File: config.mk
export PLATFORM = sky130hd
export DESIGN_NAME = indexed_array_list_top
export DESIGN_NICKNAME = d
export VERILOG_FILES = /design/src/hdl/ilst_pkg.sv /design/src/hdl/ilst_cell.sv /design/src/hdl/indexed_array_list_top.sv
export SDC_FILE = /design/constraint.sdc
export NUM_CORES = 1
export LEC_CHECK = 0
export ABC_AREA = 1
export BUFFER_PORTS_ARGS = -buffer_cell sky130_fd_sc_hd__buf_2
export CAP_MARGIN = 0
export CORE_MARGIN = 2
export CORE_UTILIZATION = 35
export DETAILED_ROUTE_END_ITERATION = 10
export GPL_ROUTABILITY_DRIVEN = 1
export GPL_TIMING_DRIVEN = 0
export SYNTH_ARGS = -nofsm -noshare
export SYNTH_HDL_FRONTEND = slang
export SYNTH_SLANG_ARGS = --single-unit
File: constraint.sdc
create_clock -name clk -period 6.27 [get_ports clk]
set_input_delay 1.254 -clock clk [delete_from_list [all_inputs] [get_ports clk]]
set_output_delay 1.254 -clock clk [all_outputs]
set_load 0.05 [all_outputs]
File: src/hdl/ilst_pkg.sv
`default_nettype none
// ----------------------------------------------------------------------------
// ilst_pkg
// Shared codes and the command beat broadcast along the cell chain.
// ----------------------------------------------------------------------------
package ilst_pkg;

    localparam int OPCODE_W    = 3;
    localparam int POSITION_W  = 5;
    localparam int COUNT_W     = 5;
    localparam int STATUS_W    = 2;

    // Wide enough for any cell index or fill count up to the largest capacity
    localparam int CELL_POS_W  = 9;

    localparam int DEF_CAPACITY      = 16;
    localparam int DEF_ELEMENT_WIDTH = 32;

    localparam logic [OPCODE_W-1:0] OP_PUSH   = 3'd0;
    localparam logic [OPCODE_W-1:0] OP_POP    = 3'd1;
    localparam logic [OPCODE_W-1:0] OP_INSERT = 3'd2;
    localparam logic [OPCODE_W-1:0] OP_REMOVE = 3'd3;
    localparam logic [OPCODE_W-1:0] OP_READ   = 3'd4;

    localparam logic [STATUS_W-1:0] ST_OK     = 2'd0;
    localparam logic [STATUS_W-1:0] ST_BADPOS = 2'd1;
    localparam logic [STATUS_W-1:0] ST_FULL   = 2'd2;
    localparam logic [STATUS_W-1:0] ST_EMPTY  = 2'd3;

    typedef struct packed {
        logic                  ins;   // cells at and above pos shift up, pos takes value
        logic                  rem;   // cells at and above pos take their right neighbor
        logic [CELL_POS_W-1:0] pos;   // target cell, also read select
    } cell_cmd_t;

endpackage : ilst_pkg
`default_nettype wire

File: src/hdl/ilst_cell.sv
`default_nettype none
// ----------------------------------------------------------------------------
// ilst_cell
// One list entry. Shifts toward or away from its neighbors on insert and
// remove, and offers its value on the read bus when selected.
// ----------------------------------------------------------------------------
module ilst_cell #(
    parameter int IDX           = 0,
    parameter int ELEMENT_WIDTH = ilst_pkg::DEF_ELEMENT_WIDTH
) (
    input  wire                        clk,
    input  wire ilst_pkg::cell_cmd_t   cmd,
    input  wire [ELEMENT_WIDTH-1:0]    wr_value,
    input  wire [ELEMENT_WIDTH-1:0]    left_value,
    input  wire [ELEMENT_WIDTH-1:0]    right_value,
    output logic [ELEMENT_WIDTH-1:0]   value,
    output logic [ELEMENT_WIDTH-1:0]   hit_value
);
    import ilst_pkg::*;

    localparam logic [CELL_POS_W-1:0] MY_IDX = CELL_POS_W'(IDX);

    logic [ELEMENT_WIDTH-1:0] cell_reg;
    logic [ELEMENT_WIDTH-1:0] cell_next;
    logic                     at_pos;
    logic                     above_pos;

    assign at_pos    = (cmd.pos == MY_IDX);
    assign above_pos = (MY_IDX > cmd.pos);

    always_comb
    begin
        cell_next = cell_reg;
        if (cmd.ins)
        begin
            if (at_pos)
                cell_next = wr_value;
            else if (above_pos)
                cell_next = left_value;
        end
        else if (cmd.rem)
        begin
            if (at_pos || above_pos)
                cell_next = right_value;
        end
    end

    always_ff @(posedge clk)
    begin
        cell_reg <= cell_next;
    end

    assign value     = cell_reg;
    assign hit_value = cell_reg & {ELEMENT_WIDTH{at_pos}};

endmodule : ilst_cell
`default_nettype wire

File: src/hdl/indexed_array_list_top.sv
`default_nettype none
// ----------------------------------------------------------------------------
// indexed_array_list_top
// Ordered list of up to CAPACITY values held in a row of shifting cells.
//
// Command channel: opcode, position and element_value are taken at a rising
// edge with start high and busy low. busy stays low: a command may be issued
// in every cycle. Opcodes: push tail, pop tail, insert at position, remove
// at position, read at position.
// Result channel: done pulses for one cycle, in the cycle after the command beat,
// with read_value, count, empty_res and status. The receiver cannot stall,
// so results are presented once and never held.
// Throughput is 1 command per cycle: every cell moves to its neighbor's value
// in the same edge, so an insert or remove never holds off the next command,
// whatever the position. The read select is an OR over all cells.
// Reset clears the fill count and the result strobe; cell contents are left
// as they are and are only read below the fill count.
// ----------------------------------------------------------------------------
module indexed_array_list_top #(
    parameter int CAPACITY      = ilst_pkg::DEF_CAPACITY,
    parameter int ELEMENT_WIDTH = ilst_pkg::DEF_ELEMENT_WIDTH
) (
    input  wire                                  clk,
    input  wire                                  rst_n,
    input  wire                                  start,
    output logic                                 busy,
    input  wire [ilst_pkg::OPCODE_W-1:0]         opcode,
    input  wire [ilst_pkg::POSITION_W-1:0]       position,
    input  wire [ELEMENT_WIDTH-1:0]              element_value,
    output logic                                 done,
    output logic [ELEMENT_WIDTH-1:0]             read_value,
    output logic [ilst_pkg::COUNT_W-1:0]         count,
    output logic                                 empty_res,
    output logic [ilst_pkg::STATUS_W-1:0]        status
);
    import ilst_pkg::*;

    localparam int CNT_W = $clog2(CAPACITY + 1);
    localparam logic [CELL_POS_W-1:0] CAP_VAL = CELL_POS_W'(CAPACITY);

    logic [CNT_W-1:0]          fill_reg;
    logic [CNT_W-1:0]          fill_next;
    logic                      done_reg;
    logic [ELEMENT_WIDTH-1:0]  rd_reg;
    logic [ELEMENT_WIDTH-1:0]  rd_next;
    logic [STATUS_W-1:0]       status_reg;
    logic [STATUS_W-1:0]       status_next;

    cell_cmd_t                 cmd;
    logic [CELL_POS_W-1:0]     fill_ext;
    logic [CELL_POS_W-1:0]     pos_ext;
    logic                      accept;
    logic [ELEMENT_WIDTH-1:0]  cell_value [CAPACITY];
    logic [ELEMENT_WIDTH-1:0]  cell_hit   [CAPACITY];
    logic [ELEMENT_WIDTH-1:0]  hit_or;

    assign busy     = 1'b0;
    assign accept   = start && !busy;
    assign fill_ext = CELL_POS_W'(fill_reg);
    assign pos_ext  = CELL_POS_W'(position);

    always_comb
    begin
        hit_or = '0;
        for (int i = 0; i < CAPACITY; i++)
            hit_or = hit_or | cell_hit[i];
    end

    always_comb
    begin
        cmd         = '0;
        cmd.pos     = pos_ext;
        fill_next   = fill_reg;
        rd_next     = '0;
        status_next = ST_OK;
        if (accept)
        begin
            unique case (opcode)
                OP_PUSH:
                begin
                    if (fill_ext == CAP_VAL)
                        status_next = ST_FULL;
                    else
                    begin
                        cmd.ins   = 1'b1;
                        cmd.pos   = fill_ext;
                        fill_next = fill_reg + CNT_W'(1);
                    end
                end
                OP_POP:
                begin
                    if (fill_reg == '0)
                        status_next = ST_EMPTY;
                    else
                        fill_next = fill_reg - CNT_W'(1);
                end
                OP_INSERT:
                begin
                    if (fill_ext == CAP_VAL)
                        status_next = ST_FULL;
                    else if (pos_ext > fill_ext)
                        status_next = ST_BADPOS;
                    else
                    begin
                        cmd.ins   = 1'b1;
                        fill_next = fill_reg + CNT_W'(1);
                    end
                end
                OP_REMOVE:
                begin
                    if (pos_ext >= fill_ext)
                        status_next = ST_BADPOS;
                    else
                    begin
                        cmd.rem   = 1'b1;
                        fill_next = fill_reg - CNT_W'(1);
                    end
                end
                OP_READ:
                begin
                    if (pos_ext >= fill_ext)
                        status_next = ST_BADPOS;
                    else
                        rd_next = hit_or;
                end
                default:
                begin
                    status_next = ST_OK;
                end
            endcase
        end
    end

    for (genvar g = 0; g < CAPACITY; g++)
    begin : g_cell
        logic [ELEMENT_WIDTH-1:0] left_v;
        logic [ELEMENT_WIDTH-1:0] right_v;

        if (g == 0)
        begin : g_first
            assign left_v = '0;
        end
        else
        begin : g_mid_l
            assign left_v = cell_value[g-1];
        end

        if (g == CAPACITY - 1)
        begin : g_last
            assign right_v = '0;
        end
        else
        begin : g_mid_r
            assign right_v = cell_value[g+1];
        end

        ilst_cell #(
            .IDX           (g),
            .ELEMENT_WIDTH (ELEMENT_WIDTH)
        ) u_cell (
            .clk         (clk),
            .cmd         (cmd),
            .wr_value    (element_value),
            .left_value  (left_v),
            .right_value (right_v),
            .value       (cell_value[g]),
            .hit_value   (cell_hit[g])
        );
    end

    always_ff @(posedge clk or negedge rst_n)
    begin
        if (!rst_n)
        begin
            fill_reg <= '0;
            done_reg <= 1'b0;
        end
        else
        begin
            fill_reg <= fill_next;
            done_reg <= accept;
        end
    end

    always_ff @(posedge clk)
    begin
        rd_reg     <= rd_next;
        status_reg <= status_next;
    end

    assign done       = done_reg;
    assign read_value = rd_reg;
    assign count      = COUNT_W'(fill_reg);
    assign empty_res  = (fill_reg == '0);
    assign status     = status_reg;

    // Every command beat yields a result on the next cycle
    a_done_follows: assert property (@(posedge clk) disable iff (!rst_n)
        accept |=> done)
        else $error("result strobe missing after command beat");

    a_fill_bound: assert property (@(posedge clk) disable iff (!rst_n)
        fill_ext <= CAP_VAL)
        else $error("fill count beyond capacity");

    a_full_status: assert property (@(posedge clk) disable iff (!rst_n)
        (done && status == ST_FULL) |-> (fill_ext == CAP_VAL))
        else $error("full status with room left");

    a_empty_status: assert property (@(posedge clk) disable iff (!rst_n)
        (done && status == ST_EMPTY) |-> empty_res)
        else $error("pop-on-empty status with elements held");

    a_fill_step: assert property (@(posedge clk) disable iff (!rst_n)
        !$past(accept) |-> $stable(fill_reg))
        else $error("fill count moved without a command");

endmodule : indexed_array_list_top
`default_nettype wire

# ---- Word-level counts from Yosys, hierarchy flattened
# Cells that the tools add are included.
dict set report word_totals {
  register_bits 552
  inputBits 43
}
dict set report op_classes {
  addsub 2
  n_lt_le_gt_ge 18
  n_eq_ne 41
  mux 101
  n_bitwise 33
  reduce_logical 56
}
# op count
set ops {}
lappend ops {{2-to-1 mux 32 bit} 80}
lappend ops {{AND 32 bit} 16}
lappend ops {{bitwise OR 32 bit} 15}
lappend ops {{equality test 9 x 4 -> 1 bit, second input constant} 8}
lappend ops {{> comparator 4 x 9 -> 1 bit, first input constant} 8}
lappend ops {{!= test 3 x 1 -> 1 bit, second input constant} 16}
lappend ops {{AND reduction 3 bit} 16}
lappend ops {{equality test 9 x 3 -> 1 bit, second input constant} 4}
lappend ops {{> comparator 3 x 9 -> 1 bit, first input constant} 4}
lappend ops {{nonzero test 2 bit} 17}
lappend ops {{2-to-1 mux 5 bit} 6}
lappend ops {{one-hot mux 5 bit (4 select lines)} 1}
lappend ops {{equality test 9 x 2 -> 1 bit, second input constant} 2}
lappend ops {{> comparator 1 x 9 -> 1 bit, first input constant} 2}
lappend ops {{> comparator 2 x 9 -> 1 bit, first input constant} 2}
lappend ops {{logical OR 1 bit} 16}
lappend ops {{2-to-1 mux 11 bit} 1}
lappend ops {{!= test 2 bit, second input constant} 5}
lappend ops {{equality test 9 x 1 -> 1 bit, second input constant} 1}
lappend ops {{logical NOT 9 bit} 1}
lappend ops {{2-to-1 mux 9 bit} 1}
lappend ops {{one-hot mux 2 bit (4 select lines)} 1}
lappend ops {{2-to-1 mux 1 bit} 7}
lappend ops {{AND reduction 7 bit} 1}
lappend ops {{16 further kinds} 20}

# ---- Depth between registers and ports, before layout
dict set report depth {
  word_depth 22
  ltp_mapped 17
}

# ---- Cells and area by module
# A second synthesis with hierarchy kept.
dict set report unflattened {
  hier_cells 5932
  hier_area_um2 40677.8
}
# mod instances cells_per_inst area_per_inst_um2 seq_area_each_um2
set modules_own_cells {}
lappend modules_own_cells {indexed_array_list_top 1 412 2773.9 830.8}
lappend modules_own_cells {{ilst_cell (g_cell[13].u_cell)} 1 359 2494.9 960.9}
lappend modules_own_cells {{ilst_cell (g_cell[2].u_cell)} 1 364 2432.3 960.9}
lappend modules_own_cells {{ilst_cell (g_cell[7].u_cell)} 1 323 2431.1 960.9}
lappend modules_own_cells {{ilst_cell (g_cell[5].u_cell)} 1 324 2429.8 960.9}
lappend modules_own_cells {{ilst_cell (g_cell[12].u_cell)} 1 362 2428.6 960.9}
lappend modules_own_cells {{ilst_cell (g_cell[4].u_cell)} 1 324 2389.8 960.9}
lappend modules_own_cells {{ilst_cell (g_cell[0].u_cell)} 1 325 2382.3 960.9}
lappend modules_own_cells {{ilst_cell (g_cell[9].u_cell)} 1 320 2364.8 960.9}
lappend modules_own_cells {{ilst_cell (g_cell[3].u_cell)} 1 361 2361.0 960.9}
lappend modules_own_cells {{ilst_cell (g_cell[11].u_cell)} 1 355 2349.8 960.9}
lappend modules_own_cells {{ilst_cell (g_cell[15].u_cell)} 1 355 2334.7 960.9}
lappend modules_own_cells {{ilst_cell (g_cell[10].u_cell)} 1 360 2319.7 960.9}
lappend modules_own_cells {{ilst_cell (g_cell[8].u_cell)} 1 361 2308.5 960.9}
lappend modules_own_cells {{+3 rows} -- -- -- --}

# ---- Least setup slack after synthesis
# Ideal clock, no wire load.
dict set report synth_timing {
  kind {input to register}
  startpoint {input opcode[2] in the netlist's numbering}
  endpoint {register g_cell[4].u_cell.cell_reg[0] (enable)}
  setup_time_ps 466
  arrival_ps 4758
  setup_slack_ps 1046
  cell_stages 13
  path_buffers 2
  path_cell_list {inv_1 -> nand2_2 -> nor2_4 -> nand2_4 -> nand2_2 -> nand2_1 -> nand2_2 -> nand2_2 -> nor2_2 -> nand2_1 -> buf_2 -> buf_2 -> o21ai_0}
}
dict set report synth_between {
  elab_chain_len 7
  word_cells_on_any_way 14
  classes_between {order compare (1); eq/ne (4); mux (4); reduce/logical (5)}
}
# element line
set synth_rtl {}
lappend synth_rtl {{from (decl)} indexed_array_list_top.sv:27} ;# input wire [ilst_pkg::OPCODE_W-1:0] opcode,
lappend synth_rtl {{logical NOT 3 bit} indexed_array_list_top.sv:78} ;# unique case (opcode)
lappend synth_rtl {{2-to-1 mux 9 bit} indexed_array_list_top.sv:78}
lappend synth_rtl {{2-to-1 mux 11 bit (*)} indexed_array_list_top.sv:76} ;# if (accept)
lappend synth_rtl {{> comparator 3 x 9 -> 1 bit / equality test 9 x 3 -> 1 bit (equally long branches)} {ilst_cell.sv:29, ilst_cell.sv:28}}
lappend synth_rtl {{logical OR 1 bit} ilst_cell.sv:43} ;# if (at_pos || above_pos)
lappend synth_rtl {{nonzero test 2 bit (no line)} --}
lappend synth_rtl {{AND reduction 3 bit (no line) (*)} --}
lappend synth_rtl {{to (signal assigned)} ilst_cell.sv:50} ;# cell_reg <= cell_next;
lappend synth_rtl {{to (decl)} ilst_cell.sv:23} ;# logic [ELEMENT_WIDTH-1:0] cell_reg;
# Every way passes the cells marked *; elsewhere a longest branch is shown, timed or not.
# A chain may end at the register's enable or synchronous reset.

# ---- Worst setup path in the final report
dict set report layout_timing {
  startpoint {input position[2] in the netlist's numbering}
  endpoint {register g_cell[9].u_cell.cell_reg[7] (enable)}
}
dict set report layout_between {
  elab_chain_len 7
  word_cells_on_any_way 17
  classes_between {order compare (3); eq/ne (2); mux (8); reduce/logical (4)}
}
# element line
set layout_rtl {}
lappend layout_rtl {{from (decl)} indexed_array_list_top.sv:28} ;# input wire [ilst_pkg::POSITION_W-1:0] position,
lappend layout_rtl {{> comparator 5 bit / 2-to-1 mux 5 bit (equally long branches)} {indexed_array_list_top.sv:101, indexed_array_list_top.sv:81}}
lappend layout_rtl {{2-to-1 mux 1 bit / 2-to-1 mux 9 bit (equally long branches)} {indexed_array_list_top.sv:101, indexed_array_list_top.sv:78}}
lappend layout_rtl {{2-to-1 mux 1 bit / 2-to-1 mux 11 bit (equally long branches)} {indexed_array_list_top.sv:99, indexed_array_list_top.sv:76}}
lappend layout_rtl {{one-hot mux 1 bit (2 select lines), or another cell as far along} indexed_array_list_top.sv:78}
lappend layout_rtl {{2-to-1 mux 11 bit (*)} indexed_array_list_top.sv:76}
lappend layout_rtl {{!= test 3 x 1 -> 1 bit (no line) / nonzero test 2 bit (equally long branches)} --}
lappend layout_rtl {{AND reduction 3 bit (no line) (*)} --}
lappend layout_rtl {{to (signal assigned)} ilst_cell.sv:50}
lappend layout_rtl {{to (decl)} ilst_cell.sv:23}
# Marked as above.

==> results.md <==
• **status** completed
• **R2R Setup Slk** 1430 ps
• **number of buffers inserted during clock tree synthesis** 66
• **Synth top area share** 0.470
• **overall track demand over capacity in global routing** 0.268
• **total of flip-flops plus latches after synthesis** 552
• **total standard cell area after synthesis** 32,700 um^2
• **worst slew slack as a fraction of its limit** 0.132
• **total power consumption of the routed design** 9.91 mW
• **data required time at the worst endpoint** 6510 ps
• **share of async-settable or async-resettable flops after synthesis** 0.0109
• **Warnings, synthesis** 0
• **Final Slew Violations** 0
• **initial drt markers** 3,929
• **DRC violation count after routing** 0
• **worst voltage drop across the vdd grid** 0.000201 V
• **nets** 4,307
• **synthesized netlist net count** 4,150
• **CP Max Fanout** 32
• **Int Power** 6.85 mW
• **Die Outline Area** 96,000 um^2
• **register share of total power** 0.437
• **cell type with the highest aggregate area in the netlist** sky130_fd_sc_hd__edfxtp_1
• **number of instances in the synthesized netlist** 4,098
• **reg-to-reg startpoint** count[1]
• **Slowest cell on crit path** sky130_fd_sc_hd__nor2_4
• **Tightest Hold Check Type** primary input to asynchronous set/reset pin
• **slew of the pin with the lowest slew margin** 1300 ps
• **path length in cells of the critical path** 11
• **sum of buffers and inverters on the critical path** 4
• **total net switching power** 3.06 mW
• **wire length of the first global-routing pass** 188,000 um
• **Core ar.** 93,000 um^2
• **Critical R2R Capture** g_cell[9].u_cell.value[7]
• **placed wire-length estimate after detailed placement** 108,000 um
• **Final Setup Violations** 0
• **I/O Buffers** 83
• **post-synthesis sequential area ratio** 0.495
• **WS Path Type** primary input to flop
• **area added between synthesis and finish** 13.2%
• **maximum level of the CTS H-tree** 3
• **top cells by area in the synthesized netlist** sky130_fd_sc_hd__edfxtp_1 47%, sky130_fd_sc_hd__o21ai_0 8.3%, sky130_fd_sc_hd__a21oi_1 7.0%
• **Reg clk slew, reported paths** 60 ps
• **DIE WIDTH** 310 um
• **pin count of the biggest net entering global routing** 33
• **setup skew after layout** 22.1 ps
• **post-CTS setup buffer count** 0
• **critical-path cell list** buf_2, ha_1, a21oi_1, o21a_1, nand2_1, a31oi_4, inv_2, o31ai_1, inv_1, clkbuf_2, nor2_4
• **routability-driven placement congestion ratio** 0.938
• **data arrival at the endpoint of the critical path** 5280 ps
• **Achievable Freq** 0.198 GHz
• **most numerous cell types in the synthesized netlist** 541 x sky130_fd_sc_hd__o21ai_0, 512 x sky130_fd_sc_hd__edfxtp_1, 501 x sky130_fd_sc_hd__inv_1
• **RSZ-0062 raised after global routing** false
• **final worst setup slack** 1230 ps
• **power share of the clock group** 0.382
• **CTS sink count** 552
• **family with the most delay on the worst path** compound AO/OA/AOI/OAI gates
• **flip-flop count of the largest register after layout** 512
• **clock root buffer master** sky130_fd_sc_hd__clkbuf_16
• **mean instance size in the synthesized netlist** 7.99 um^2
• **pwr dens** 267 nW/um^2
• **floorplan row count** 112
• **die outline height** 310 um
• **Crit path largest cell delay** 920 ps
• **count of nets left with antenna violations after detail routing** 0
• **post-cts hold buffer count** 0
• **primary flip-flop cell chosen by synthesis mapping** sky130_fd_sc_hd__edfxtp_1
• **post-route core utilization** 0.398
• **routed length per placed instance** 23.6 um
• **cell count after placement** 5,441
• **library cell with the highest instance count after synthesis** sky130_fd_sc_hd__o21ai_0
• **number of antenna violations at the first check in global routing** 10
• **minimum period implied by the final worst setup slack** 5040 ps
• **type of element launching the critical path** primary input
• **Hold Fails Final Rpt** 0
• **launching instance or port of the critical path** position[2]
• **Post-Place Setup Slack** 649 ps
• **grt ovf** 0
• **Netlist cell types** 35
• **net switching fraction of the power** 0.309
• **Skew-Pair Late Insertion Delay** 630 ps
• **reported max-cap violation count** 0
• **post-cts resize count** 0
• **via count of the first global-routing pass** 29,333
• **period utilization** 0.804
• **post-route standard cell area excluding fillers** 37,000 um^2
• **number of ports placed on the die boundary** 85
• **number of optimization iterations in the first detailed-route pass** 6
• **initial standard-cell utilization of the core** 0.352
• **total length of routed wires** 131,000 um
• **r2r worst-path depth** 12
• **total number of vias** 30,518
• **number of standard cells in the final layout excluding fillers** 5,564
• **proportion of power drawn by combinational gates** 0.181
• **number of synthesized flops with an enable pin** 512
• **leakage power figure** 15.2 nW
• **fraction of final layout cells with drive strength greater than 1** 0.0920
• **Placed Instance Area** 35,000 um^2
• **CTS tree** done
• **CTS Buffer Depth** 3
• **critical path endpoint category** flop
• **Vias per Instance** 5.48
## cells in the final DEF, fill, tap and decap left out, types with 5 or more instances in the layout
cell type	count
sky130_fd_sc_hd__dfxtp_1	34
sky130_fd_sc_hd__clkbuf_1	182
sky130_fd_sc_hd__buf_6	9
sky130_fd_sc_hd__nand2_4	10
sky130_fd_sc_hd__diode_2	6
sky130_fd_sc_hd__nand3_1	423
sky130_fd_sc_hd__buf_12	6
sky130_fd_sc_hd__dfrtp_1	6
sky130_fd_sc_hd__clkinv_1	8
sky130_fd_sc_hd__ha_1	8
sky130_fd_sc_hd__clkbuf_16	70
sky130_fd_sc_hd__nand2_2	14
sky130_fd_sc_hd__nor2_4	17
sky130_fd_sc_hd__o21ai_1	297
sky130_fd_sc_hd__clkbuf_8	6
sky130_fd_sc_hd__o22ai_1	64
sky130_fd_sc_hd__o21ai_0	540
sky130_fd_sc_hd__a21oi_1	455
sky130_fd_sc_hd__nand2_1	485
sky130_fd_sc_hd__nor2_2	5
sky130_fd_sc_hd__nor2_1	241
sky130_fd_sc_hd__buf_1	45
sky130_fd_sc_hd__inv_1	501
sky130_fd_sc_hd__buf_4	17
sky130_fd_sc_hd__clkinv_2	7
sky130_fd_sc_hd__inv_2	7
sky130_fd_sc_hd__nand4_1	97
sky130_fd_sc_hd__edfxtp_1	512
sky130_fd_sc_hd__buf_2	209
## layer usage
| metal | track usage | vias up | wire length (um) | part of all wire |
|---|---|---|---|---|
| met5 | 0 | - | 20 | 0.00015 |
| met1 | 0.350 | 14185 | 52400 | 0.40 |
| met3 | 0.0434 | 263 | 12800 | 0.098 |
| li1 | - | 14512 | - | - |
| met2 | 0.435 | 1554 | 60100 | 0.46 |
| met4 | 0.125 | 4 | 5880 | 0.045 |
## worst max path at each step
stage,to,slack [ps]
after global routing,g_cell[0].u_cell.value[6],1140
after CTS,g_cell[0].u_cell.value[3],1310
final,g_cell[9].u_cell.value[7],1230
after floorplan,g_cell[4].u_cell.value[0],1050
after detailed placement,g_cell[0].u_cell.value[6],650
after global placement,g_cell[4].u_cell.value[6],-1320
## power groups by stage
stage                     Clock, mW  Combinational, mW  Sequential (mW)
after global placement            0               1.68             4.41
after floorplan                   0               1.00             4.45
after detailed placement          0               1.74             4.40
after CTS                      3.82               1.74             4.33
after global routing           3.94               1.91             4.34
final                          3.79               1.79             4.33
## layout make-up
cell class	instances	area, um^2
Antenna cell	6	15.0
Buffer	359	1640
Clock buffer	97	1910
Clock inverter	20	150
Fill cell	9751	56000
Inverter	508	1910
Multi-Input combinational cell	2679	13100
Sequential cell	552	16200
Tap cell	1254	1570
Timing Repair Buffer	89	536
## cell families (layout without fill, tap and decap cells)
logic type,Yosys count,in the layout,synth area share
adders and majority gates,9,9,0.00367
DFF,552,552,0.495
buffers and inverters,867,1073,0.108
xor gates and xnor gates,5,5,0.00134
and+or+nand+nor,1298,1298,0.179
AOI/OAI and AO/OA,1366,1366,0.212
other,1,7,0.000115
## worst register-to-register path, cell delays in order (launching register included)
cell                       delay (ps)
sky130_fd_sc_hd__dfrtp_1          480
sky130_fd_sc_hd__inv_1            130
sky130_fd_sc_hd__ha_1             290
sky130_fd_sc_hd__nand2_1           60
sky130_fd_sc_hd__nor2_1            50
sky130_fd_sc_hd__a21oi_1          160
sky130_fd_sc_hd__nand2_1          130
sky130_fd_sc_hd__a31oi_4          640
sky130_fd_sc_hd__inv_2            470
sky130_fd_sc_hd__o31ai_1          380
sky130_fd_sc_hd__inv_1            220
sky130_fd_sc_hd__clkbuf_2         510
sky130_fd_sc_hd__nor2_4           940
## metrics by stage
step           TNS, ps  hold slack (ps)
2_1_floorplan        0              521
3_3_place_gp   -206160              500
3_5_place_dp         0              508
4_1_cts              0              455
5_1_grt              0              478
6_report             0              469
Power figures use the tool's default switching activity.
